==> config.mk <==
export PLATFORM = sky130hd
export DESIGN_NAME = fsa_ctrl
export DESIGN_NICKNAME = d
export VERILOG_FILES = /design/src/sv/fsa_pkg.sv /design/src/sv/fsa_ctrl.sv
export VERILOG_INCLUDE_DIRS = /design/src /design/src/sv
export SDC_FILE = /design/constraint.sdc
export NUM_CORES = 1
export LEC_CHECK = 0
export BUFFER_PORTS_ARGS = -buffer_cell sky130_fd_sc_hd__clkbuf_2
export CORE_MARGIN = 1.5
export CORE_UTILIZATION = 35
export CTS_CLUSTER_DIAMETER = 40
export CTS_CLUSTER_SIZE = 28
export DETAILED_ROUTE_END_ITERATION = 7
export GPL_TIMING_DRIVEN = 1
export PLACE_DENSITY = 0.68
export RECOVER_POWER = 100
export SLEW_MARGIN = 20
export SYNTH_ARGS = -nofsm -noshare
export SYNTH_HDL_FRONTEND = slang
export SYNTH_SLANG_ARGS = --single-unit
==> constraint.sdc <==
create_clock -name clk -period 3.05 [get_ports clk]
set_clock_uncertainty 0.1 [all_clocks]
set_input_delay 0.4575 -clock clk [delete_from_list [all_inputs] [get_ports clk]]
set_output_delay 0.4575 -clock clk [all_outputs]
set_load 0.1 [all_outputs]
==> src/sv/forth_stack_alu_unit_macros.svh <==
// Assertion shorthands shared by the stack ALU modules.
// Every property samples on the rising clock edge and is off while reset is low.
`ifndef FORTH_STACK_ALU_UNIT_MACROS_SVH
`define FORTH_STACK_ALU_UNIT_MACROS_SVH

// Condition must hold on every sampled edge.
`define FSA_ASSERT_ALWAYS(label, clk, rst_n, cond, msg) \
	label: assert property (@(posedge clk) disable iff (!rst_n) (cond)) else $error(msg);

// Consequent must hold on the same edge as the antecedent.
`define FSA_ASSERT_IMPLY(label, clk, rst_n, ante, cons, msg) \
	label: assert property (@(posedge clk) disable iff (!rst_n) (ante) |-> (cons)) \
		else $error(msg);

// Consequent must hold on the edge after the antecedent.
`define FSA_ASSERT_NEXT(label, clk, rst_n, ante, cons, msg) \
	label: assert property (@(posedge clk) disable iff (!rst_n) (ante) |=> (cons)) \
		else $error(msg);

`endif

==> src/sv/fsa_pkg.sv <==
package fsa_pkg;

	localparam int STACK_DEPTH_DEF = 64;
	localparam int DATA_W          = 32;
	localparam int FRAC_W          = 16;
	localparam int FUNC_W          = 4;
	localparam int STS_W           = 2;
	localparam int KIND_W          = 2;
	localparam int SD_W            = 7;
	localparam int IN_TDATA_W      = DATA_W;
	localparam int IN_TUSER_W      = FUNC_W;
	localparam int OUT_TDATA_W     = 40;
	localparam int OUT_TUSER_W     = STS_W + KIND_W;

	// Word codes
	localparam logic [FUNC_W-1:0] FN_PUSH  = 4'd0;
	localparam logic [FUNC_W-1:0] FN_DUP   = 4'd1;
	localparam logic [FUNC_W-1:0] FN_DROP  = 4'd2;
	localparam logic [FUNC_W-1:0] FN_SWAP  = 4'd3;
	localparam logic [FUNC_W-1:0] FN_OVER  = 4'd4;
	localparam logic [FUNC_W-1:0] FN_ADD   = 4'd5;
	localparam logic [FUNC_W-1:0] FN_SUB   = 4'd6;
	localparam logic [FUNC_W-1:0] FN_MUL   = 4'd7;
	localparam logic [FUNC_W-1:0] FN_DIV   = 4'd8;
	localparam logic [FUNC_W-1:0] FN_DOT   = 4'd9;
	localparam logic [FUNC_W-1:0] FN_DEPTH = 4'd10;
	localparam logic [FUNC_W-1:0] FN_CLEAR = 4'd11;
	localparam logic [FUNC_W-1:0] FN_EMIT  = 4'd12;
	localparam logic [FUNC_W-1:0] FN_CR    = 4'd13;

	// Status codes
	localparam logic [STS_W-1:0] STS_OK   = 2'd0;
	localparam logic [STS_W-1:0] STS_OVF  = 2'd1;
	localparam logic [STS_W-1:0] STS_UNF  = 2'd2;
	localparam logic [STS_W-1:0] STS_DIVZ = 2'd3;

	// Print kinds
	localparam logic [KIND_W-1:0] PK_NONE   = 2'd0;
	localparam logic [KIND_W-1:0] PK_NUMBER = 2'd1;
	localparam logic [KIND_W-1:0] PK_CHAR   = 2'd2;
	localparam logic [KIND_W-1:0] PK_LINE   = 2'd3;

	localparam logic [DATA_W-1:0] Q_MAX = {1'b0, {(DATA_W-1){1'b1}}};
	localparam logic [DATA_W-1:0] Q_MIN = {1'b1, {(DATA_W-1){1'b0}}};

	typedef enum logic [1:0] {
		ADDR_SP,
		ADDR_SP1,
		ADDR_SP2
	} fsa_waddr_t;

	typedef enum logic [3:0] {
		WS_LIT,
		WS_TOP,
		WS_SEC,
		WS_HELD,
		WS_ADD,
		WS_SUB,
		WS_MUL,
		WS_DIV,
		WS_DEPTH
	} fsa_wsrc_t;

	typedef enum logic [2:0] {
		SP_HOLD,
		SP_INC,
		SP_DEC,
		SP_DEC2,
		SP_CLEAR
	} fsa_spop_t;

	typedef enum logic [1:0] {
		PV_ZERO,
		PV_TOP,
		PV_CHAR
	} fsa_pvsel_t;

	typedef struct packed {
		logic              accept;
		logic              cap_ops;
		logic              wr_en;
		fsa_waddr_t        wr_addr;
		fsa_wsrc_t         wr_src;
		fsa_spop_t         sp_op;
		logic              res_load;
		logic [STS_W-1:0]  res_status;
		logic [KIND_W-1:0] res_kind;
		fsa_pvsel_t        res_pval;
		logic              div_start;
		logic              out_load;
	} fsa_cmd_t;

	typedef struct packed {
		logic sp_zero;
		logic sp_lt2;
		logic sp_full;
		logic top_zero;
		logic div_done;
	} fsa_stat_t;

endpackage

==> src/sv/fsa_ctrl.sv <==
`include "forth_stack_alu_unit_macros.svh"

module fsa_ctrl import fsa_pkg::*; (
	input  logic              clk,
	input  logic              arst_n,
	input  logic              s_tvalid,
	output logic              s_tready,
	input  logic [FUNC_W-1:0] func,
	output logic              m_tvalid,
	input  logic              m_tready,
	input  fsa_stat_t         stat,
	output fsa_cmd_t          cmd
);

	typedef enum logic [6:0] {
		S_IDLE  = 7'b0000001,
		S_EXEC  = 7'b0000010,
		S_SWAP2 = 7'b0000100,
		S_MUL1  = 7'b0001000,
		S_MUL2  = 7'b0010000,
		S_DIV   = 7'b0100000,
		S_DONE  = 7'b1000000
	} ctrl_state_t;

	ctrl_state_t       st_q;
	ctrl_state_t       st_d;
	logic [FUNC_W-1:0] func_q;
	logic              m_tvalid_q;

	always_comb begin
		cmd  = '0;
		st_d = st_q;
		case (st_q)
			S_IDLE: begin
				if (s_tvalid) begin
					cmd.accept = 1'b1;
					st_d       = S_EXEC;
				end
			end
			S_EXEC: begin
				cmd.cap_ops    = 1'b1;
				cmd.res_load   = 1'b1;
				cmd.res_status = STS_OK;
				cmd.res_kind   = PK_NONE;
				cmd.res_pval   = PV_ZERO;
				st_d           = S_DONE;
				case (func_q)
					FN_PUSH, FN_DEPTH: begin
						if (stat.sp_full) begin
							cmd.res_status = STS_OVF;
						end else begin
							cmd.wr_en   = 1'b1;
							cmd.wr_addr = ADDR_SP;
							cmd.wr_src  = (func_q == FN_PUSH) ? WS_LIT : WS_DEPTH;
							cmd.sp_op   = SP_INC;
						end
					end
					FN_DUP: begin
						if (stat.sp_zero) begin
							cmd.res_status = STS_UNF;
						end else if (stat.sp_full) begin
							cmd.res_status = STS_OVF;
						end else begin
							cmd.wr_en   = 1'b1;
							cmd.wr_addr = ADDR_SP;
							cmd.wr_src  = WS_TOP;
							cmd.sp_op   = SP_INC;
						end
					end
					FN_OVER: begin
						if (stat.sp_lt2) begin
							cmd.res_status = STS_UNF;
						end else if (stat.sp_full) begin
							cmd.res_status = STS_OVF;
						end else begin
							cmd.wr_en   = 1'b1;
							cmd.wr_addr = ADDR_SP;
							cmd.wr_src  = WS_SEC;
							cmd.sp_op   = SP_INC;
						end
					end
					FN_DROP: begin
						if (stat.sp_zero) begin
							cmd.res_status = STS_UNF;
						end else begin
							cmd.sp_op = SP_DEC;
						end
					end
					FN_SWAP: begin
						if (stat.sp_lt2) begin
							cmd.res_status = STS_UNF;
							cmd.sp_op      = SP_CLEAR;
						end else begin
							cmd.res_load = 1'b0;
							cmd.wr_en    = 1'b1;
							cmd.wr_addr  = ADDR_SP1;
							cmd.wr_src   = WS_SEC;
							st_d         = S_SWAP2;
						end
					end
					FN_ADD, FN_SUB: begin
						if (stat.sp_lt2) begin
							cmd.res_status = STS_UNF;
							cmd.sp_op      = SP_CLEAR;
						end else begin
							cmd.wr_en   = 1'b1;
							cmd.wr_addr = ADDR_SP2;
							cmd.wr_src  = (func_q == FN_ADD) ? WS_ADD : WS_SUB;
							cmd.sp_op   = SP_DEC;
						end
					end
					FN_MUL: begin
						if (stat.sp_lt2) begin
							cmd.res_status = STS_UNF;
							cmd.sp_op      = SP_CLEAR;
						end else begin
							cmd.res_load = 1'b0;
							st_d         = S_MUL1;
						end
					end
					FN_DIV: begin
						if (stat.sp_lt2) begin
							cmd.res_status = STS_UNF;
							cmd.sp_op      = SP_CLEAR;
						end else if (stat.top_zero) begin
							cmd.res_status = STS_DIVZ;
							cmd.sp_op      = SP_DEC2;
						end else begin
							cmd.res_load  = 1'b0;
							cmd.div_start = 1'b1;
							st_d          = S_DIV;
						end
					end
					FN_DOT, FN_EMIT: begin
						if (stat.sp_zero) begin
							cmd.res_status = STS_UNF;
						end else begin
							cmd.res_kind = (func_q == FN_DOT) ? PK_NUMBER : PK_CHAR;
							cmd.res_pval = (func_q == FN_DOT) ? PV_TOP : PV_CHAR;
							cmd.sp_op    = SP_DEC;
						end
					end
					FN_CLEAR: begin
						cmd.sp_op = SP_CLEAR;
					end
					FN_CR: begin
						cmd.res_kind = PK_LINE;
					end
					default: begin
						cmd.res_status = STS_OK;
					end
				endcase
			end
			S_SWAP2: begin
				cmd.wr_en      = 1'b1;
				cmd.wr_addr    = ADDR_SP2;
				cmd.wr_src     = WS_HELD;
				cmd.res_load   = 1'b1;
				cmd.res_status = STS_OK;
				cmd.res_kind   = PK_NONE;
				cmd.res_pval   = PV_ZERO;
				st_d           = S_DONE;
			end
			S_MUL1: begin
				st_d = S_MUL2;
			end
			S_MUL2: begin
				cmd.wr_en      = 1'b1;
				cmd.wr_addr    = ADDR_SP2;
				cmd.wr_src     = WS_MUL;
				cmd.sp_op      = SP_DEC;
				cmd.res_load   = 1'b1;
				cmd.res_status = STS_OK;
				cmd.res_kind   = PK_NONE;
				cmd.res_pval   = PV_ZERO;
				st_d           = S_DONE;
			end
			S_DIV: begin
				if (stat.div_done) begin
					cmd.wr_en      = 1'b1;
					cmd.wr_addr    = ADDR_SP2;
					cmd.wr_src     = WS_DIV;
					cmd.sp_op      = SP_DEC;
					cmd.res_load   = 1'b1;
					cmd.res_status = STS_OK;
					cmd.res_kind   = PK_NONE;
					cmd.res_pval   = PV_ZERO;
					st_d           = S_DONE;
				end
			end
			S_DONE: begin
				if (!m_tvalid_q || m_tready) begin
					cmd.out_load = 1'b1;
					st_d         = S_IDLE;
				end
			end
			default: begin
				st_d = S_IDLE;
			end
		endcase
	end

	always_ff @(posedge clk or negedge arst_n) begin
		if (!arst_n) begin
			st_q       <= S_IDLE;
			m_tvalid_q <= 1'b0;
		end else begin
			st_q <= st_d;
			if (cmd.out_load) begin
				m_tvalid_q <= 1'b1;
			end else if (m_tready) begin
				m_tvalid_q <= 1'b0;
			end
		end
	end

	always_ff @(posedge clk) begin
		if (cmd.accept) begin
			func_q <= func;
		end
	end

	assign s_tready = st_q == S_IDLE;
	assign m_tvalid = m_tvalid_q;

	`FSA_ASSERT_IMPLY(a_div_only_for_div, clk, arst_n, cmd.div_start, func_q == FN_DIV, "divider started for a word other than div")
	`FSA_ASSERT_IMPLY(a_push_needs_room, clk, arst_n, cmd.wr_en && cmd.wr_addr == ADDR_SP, !stat.sp_full, "push issued on a full stack")

endmodule

==> metrics.md <==
| Metric | Value |
|---|---|
| Clock power frac | `0.115` |
| Mean post-synth cell area | `between 8 and 9 sq um` |
| Worst slew pin tran | `roughly 1.2 ns` |
| Part of the power in registers | `0.266` |
| Critical path origin | `st_q[4]$_DFFE_PN0P_` |
| Outcome | `completed` |
| Buffers on Ports | `35` |
| Worst reg2reg path depth | `3` |
| Maximum net fanout on the critical path | `9` |
| WP data required | `~2.5 ns` |
| Commonest non-fill, non-tap cells in the layout | `clkbuf_2 (31), nand2_1 (15), nor2_1 (9), a21oi_1 (9), nor3_1 (8)` |
| CP top delay family | `buffers and inverters` |
| Antenna violations before repair | `0` |
| Post-synth EDFFs | `4` |
| Total CTS buffers | `3` |
| Distinct cell type count after synthesis | `slightly above 50` |
| Final hold vios | `0` |
| CP arrival | `approximately 2.3 ns` |
| Period utilisation layout | `0.9513` |
| Crit path to | `cmd[13]` |
| Ys Warns | `0` |
| Place WS | `0.3850 ns` |
| Total stage count of the critical path | `6` |
| Worst skew pair latency | `0.27 ns` |
| Max-Cap Viols | `0` |
| Post-layout minimum cycle time | `~2.9 ns` |
| Worst Setup Start Kind | `flop` |
| Commonest non-fill, non-tap cell in the layout | `clkbuf_2` |
| Via/cell ratio | `5.313` |
| Starting density of the core | `0.3632` |
| P_sw | `626.1 uW` |
| DRT antenna net count | `0` |
| Final setup viols | `0` |
| Switching share of power | `0.5698` |
| Routed vias | `1190` |
| Crit path max-delay cell type | `dfrtp_1` |
| Placer Congestion | `0.8127` |
| Comb pwr share | `0.619` |
| Clock Tree Root | `clkbuf_4` |
| FP Rows | `21` |
| Leakage power | `0.0006195 uW` |
| CP Class | `flop to primary output` |
| Worst R2R End | `func_q[0]$_DFFE_PP_` |
| # IOs | `36` |
| Mapped Nets | `approximately 160` |
| Antenna cells | `0` |
| Type of the worst min-delay path | `primary input to flop` |
| # DRC | `0` |
| Setup TNS | `0 ns` |
| Setup ws final | `0.1486 ns` |
| DR iter-0 viols | `60` |
| Ys async rst share | `0.6667` |
| Vias in the first global route | `934` |
| Die W | `61.61 um` |
| Core area | `0.003311 sq mm` |
| Relative slew slack | `0.2327` |
| Nets | `192` |
| Final Cell Area | `0.001468 sq mm` |
| Slew Viols, Final | `0` |
| Worst hold slack | `roughly 0.26 ns` |
| Total Routing Usage GR | `0.1533` |
| Slowest cell delay on critical path | `roughly 0.5 ns` |
| Flops & latches, synth | `12` |
| Clock slew at reported path FFs | `0.08 ns` |
| Placement Cell Area | `0.001435 sq mm` |
| Cells along the critical path | `nor4_4 -> nand3_4 -> clkinv_2 -> o21ai_2 -> o31ai_2 -> clkbuf_2` |
| Worst reg2reg setup slack | `0.90 ns` |
| RSZ-0062 raised after global routing | `no` |
| Internal power | `472.7 uW` |
| Seq/Total Area, Yosys | `0.2674` |
| CP endpoint kind | `primary output` |
| DPL Wire Length | `2152 um` |
| Hold Crit Depth | `1` |
| Fillers | `about 370` |
| CTS tree | `yes` |
| Bufs on Longest Clock Path | `2` |
| Clk sink count | `12` |
| Initial DRT Pass Iterations | `4` |
| Wire length per cell | `13.09 um` |
| Synthesized instance count | `148` |
| Die ar. | `0.003796 sq mm` |
| Synth Flop Type | `dfrtp_1` |
| GR Overflow Total | `0` |
| Drt total wl | `a little under 3000 um` |
| Global-route wire length before repair | `roughly 4400 um` |
| Synth Cell Area | `approximately 0.0012 sq mm` |
| Synthesis-to-layout area growth | `22.06%` |
| H-tree depth | `1` |
| Worst vdd ir | `0.0005182 V` |
| Power Density | `748.7 mW/mm^2` |
| Max frequency | `about 0.34 GHz` |
| R2r startpoint | `st_q[5]$_DFFE_PN0P_` |
| Chip Height | `61.61 um` |
| CTS resizes | `0` |
| Worst path buffer plus inverter count | `2` |
| Largest net degree at the start of global routing | `26` |
| Share of layout cells above drive strength 1 | `0.3315` |
## flip-flops by register name, indices dropped and copies added (netlist names)
signal and cells:
m_tvalid 1, st_q 7, func_q 4
## cells by family (layout without fill, tap and decap cells)
logic type / after synthesis / in the layout / share of synthesized area
adder cells (fa/ha/maj): 1 / 1 / 0.008325
buffers and inverters: 19 / 49 / 0.08116
flip-flops: 12 / 12 / 0.2674
AND/OR/NAND/NOR: 73 / 73 / 0.3975
XOR/XNOR: 1 / 1 / 0.007285
AO/OA/AOI/OAI: 39 / 39 / 0.2133
multiplexers: 3 / 3 / 0.02497
## per-layer routing
| layer | wire, um | global-route usage |
|---|---|---|
| met5 | 0 | 0 |
| met4 | 25 | 0.04255 |
| met3 | 135 | 0.03782 |
| met2 | 1259 | 0.2135 |
| met1 | 1512 | 0.2332 |
## cells in the mapped netlist (2+ instances only)
cell | instances | share of area
nand2_1 | 15 | 0.047
a21oi_1 | 11 | 0.046
nor2_1 | 9 | 0.028
buf_2 | 8 | 0.033
nor3_1 | 8 | 0.033
o21ai_0 | 8 | 0.033
dfrtp_1 | 7 | 0.15
nand2b_1 | 7 | 0.036
nand3b_1 | 6 | 0.037
inv_1 | 5 | 0.016
edfxtp_1 | 4 | 0.10
clkbuf_1 | 3 | 0.0094
mux2i_1 | 3 | 0.025
nor4_1 | 3 | 0.016
a2111o_1 | 2 | 0.019
a211oi_1 | 2 | 0.012
a221oi_1 | 2 | 0.015
a31oi_1 | 2 | 0.010
and2_1 | 2 | 0.010
and3_1 | 2 | 0.010
buf_6 | 2 | 0.019
nand3_1 | 2 | 0.0083
nor2b_1 | 2 | 0.010
nor4_2 | 2 | 0.021
o21ai_1 | 2 | 0.0083
o31ai_1 | 2 | 0.012
or2_2 | 2 | 0.010
or4_1 | 2 | 0.012
## final cells by class
type	count	area [sq um]	area share
clock buffers	4	36.28	0.02472
inverters	6	23.77	0.01620
multi-input cells	117	822.0	0.5601
flip-flops and latches	12	321.6	0.2191
well taps	46	57.56	0.03922
repair buffers	39	206.4	0.1407
## power groups by stage
stage	Clock [uW]	Combinational, uW	Sequential (uW)
floorplan	0	593	279
global placement	0	676	302
detailed placement	0	676	303
CTS	129	680	298
global route	138	725	302
finish	126	681	292
## worst min-delay path by stage
stage,slack [ns],from,end
after floorplan,0.06,arst_n,m_tvalid$_DFFE_PN0P_
after global placement,0.21,arst_n,st_q[1]$_DFFE_PN0P_
after detailed placement,0.21,arst_n,st_q[1]$_DFFE_PN0P_
after CTS,0.25,func[3],func_q[3]$_DFFE_PP_
after global routing,0.24,func[3],func_q[3]$_DFFE_PP_
final,0.26,func[3],func_q[3]$_DFFE_PP_
## repair_timing
action / in CTS / in global routing
setup endpoints to repair: 0 / 6
hold endpoints to repair: 7 / 0
setup buffers: 0 / 1
hold buffers: 1 / 0
## per-stage QoR
stage,cells,total power (uW),util
finish,224,1099,0.4433
global route,224,1165,0.4433
global placement,218,977.6,0.4335
floorplan,148,872.5,-
CTS,223,1108,0.4475
detailed placement,218,978.4,0.4335
(Power assumes the default switching activity.)
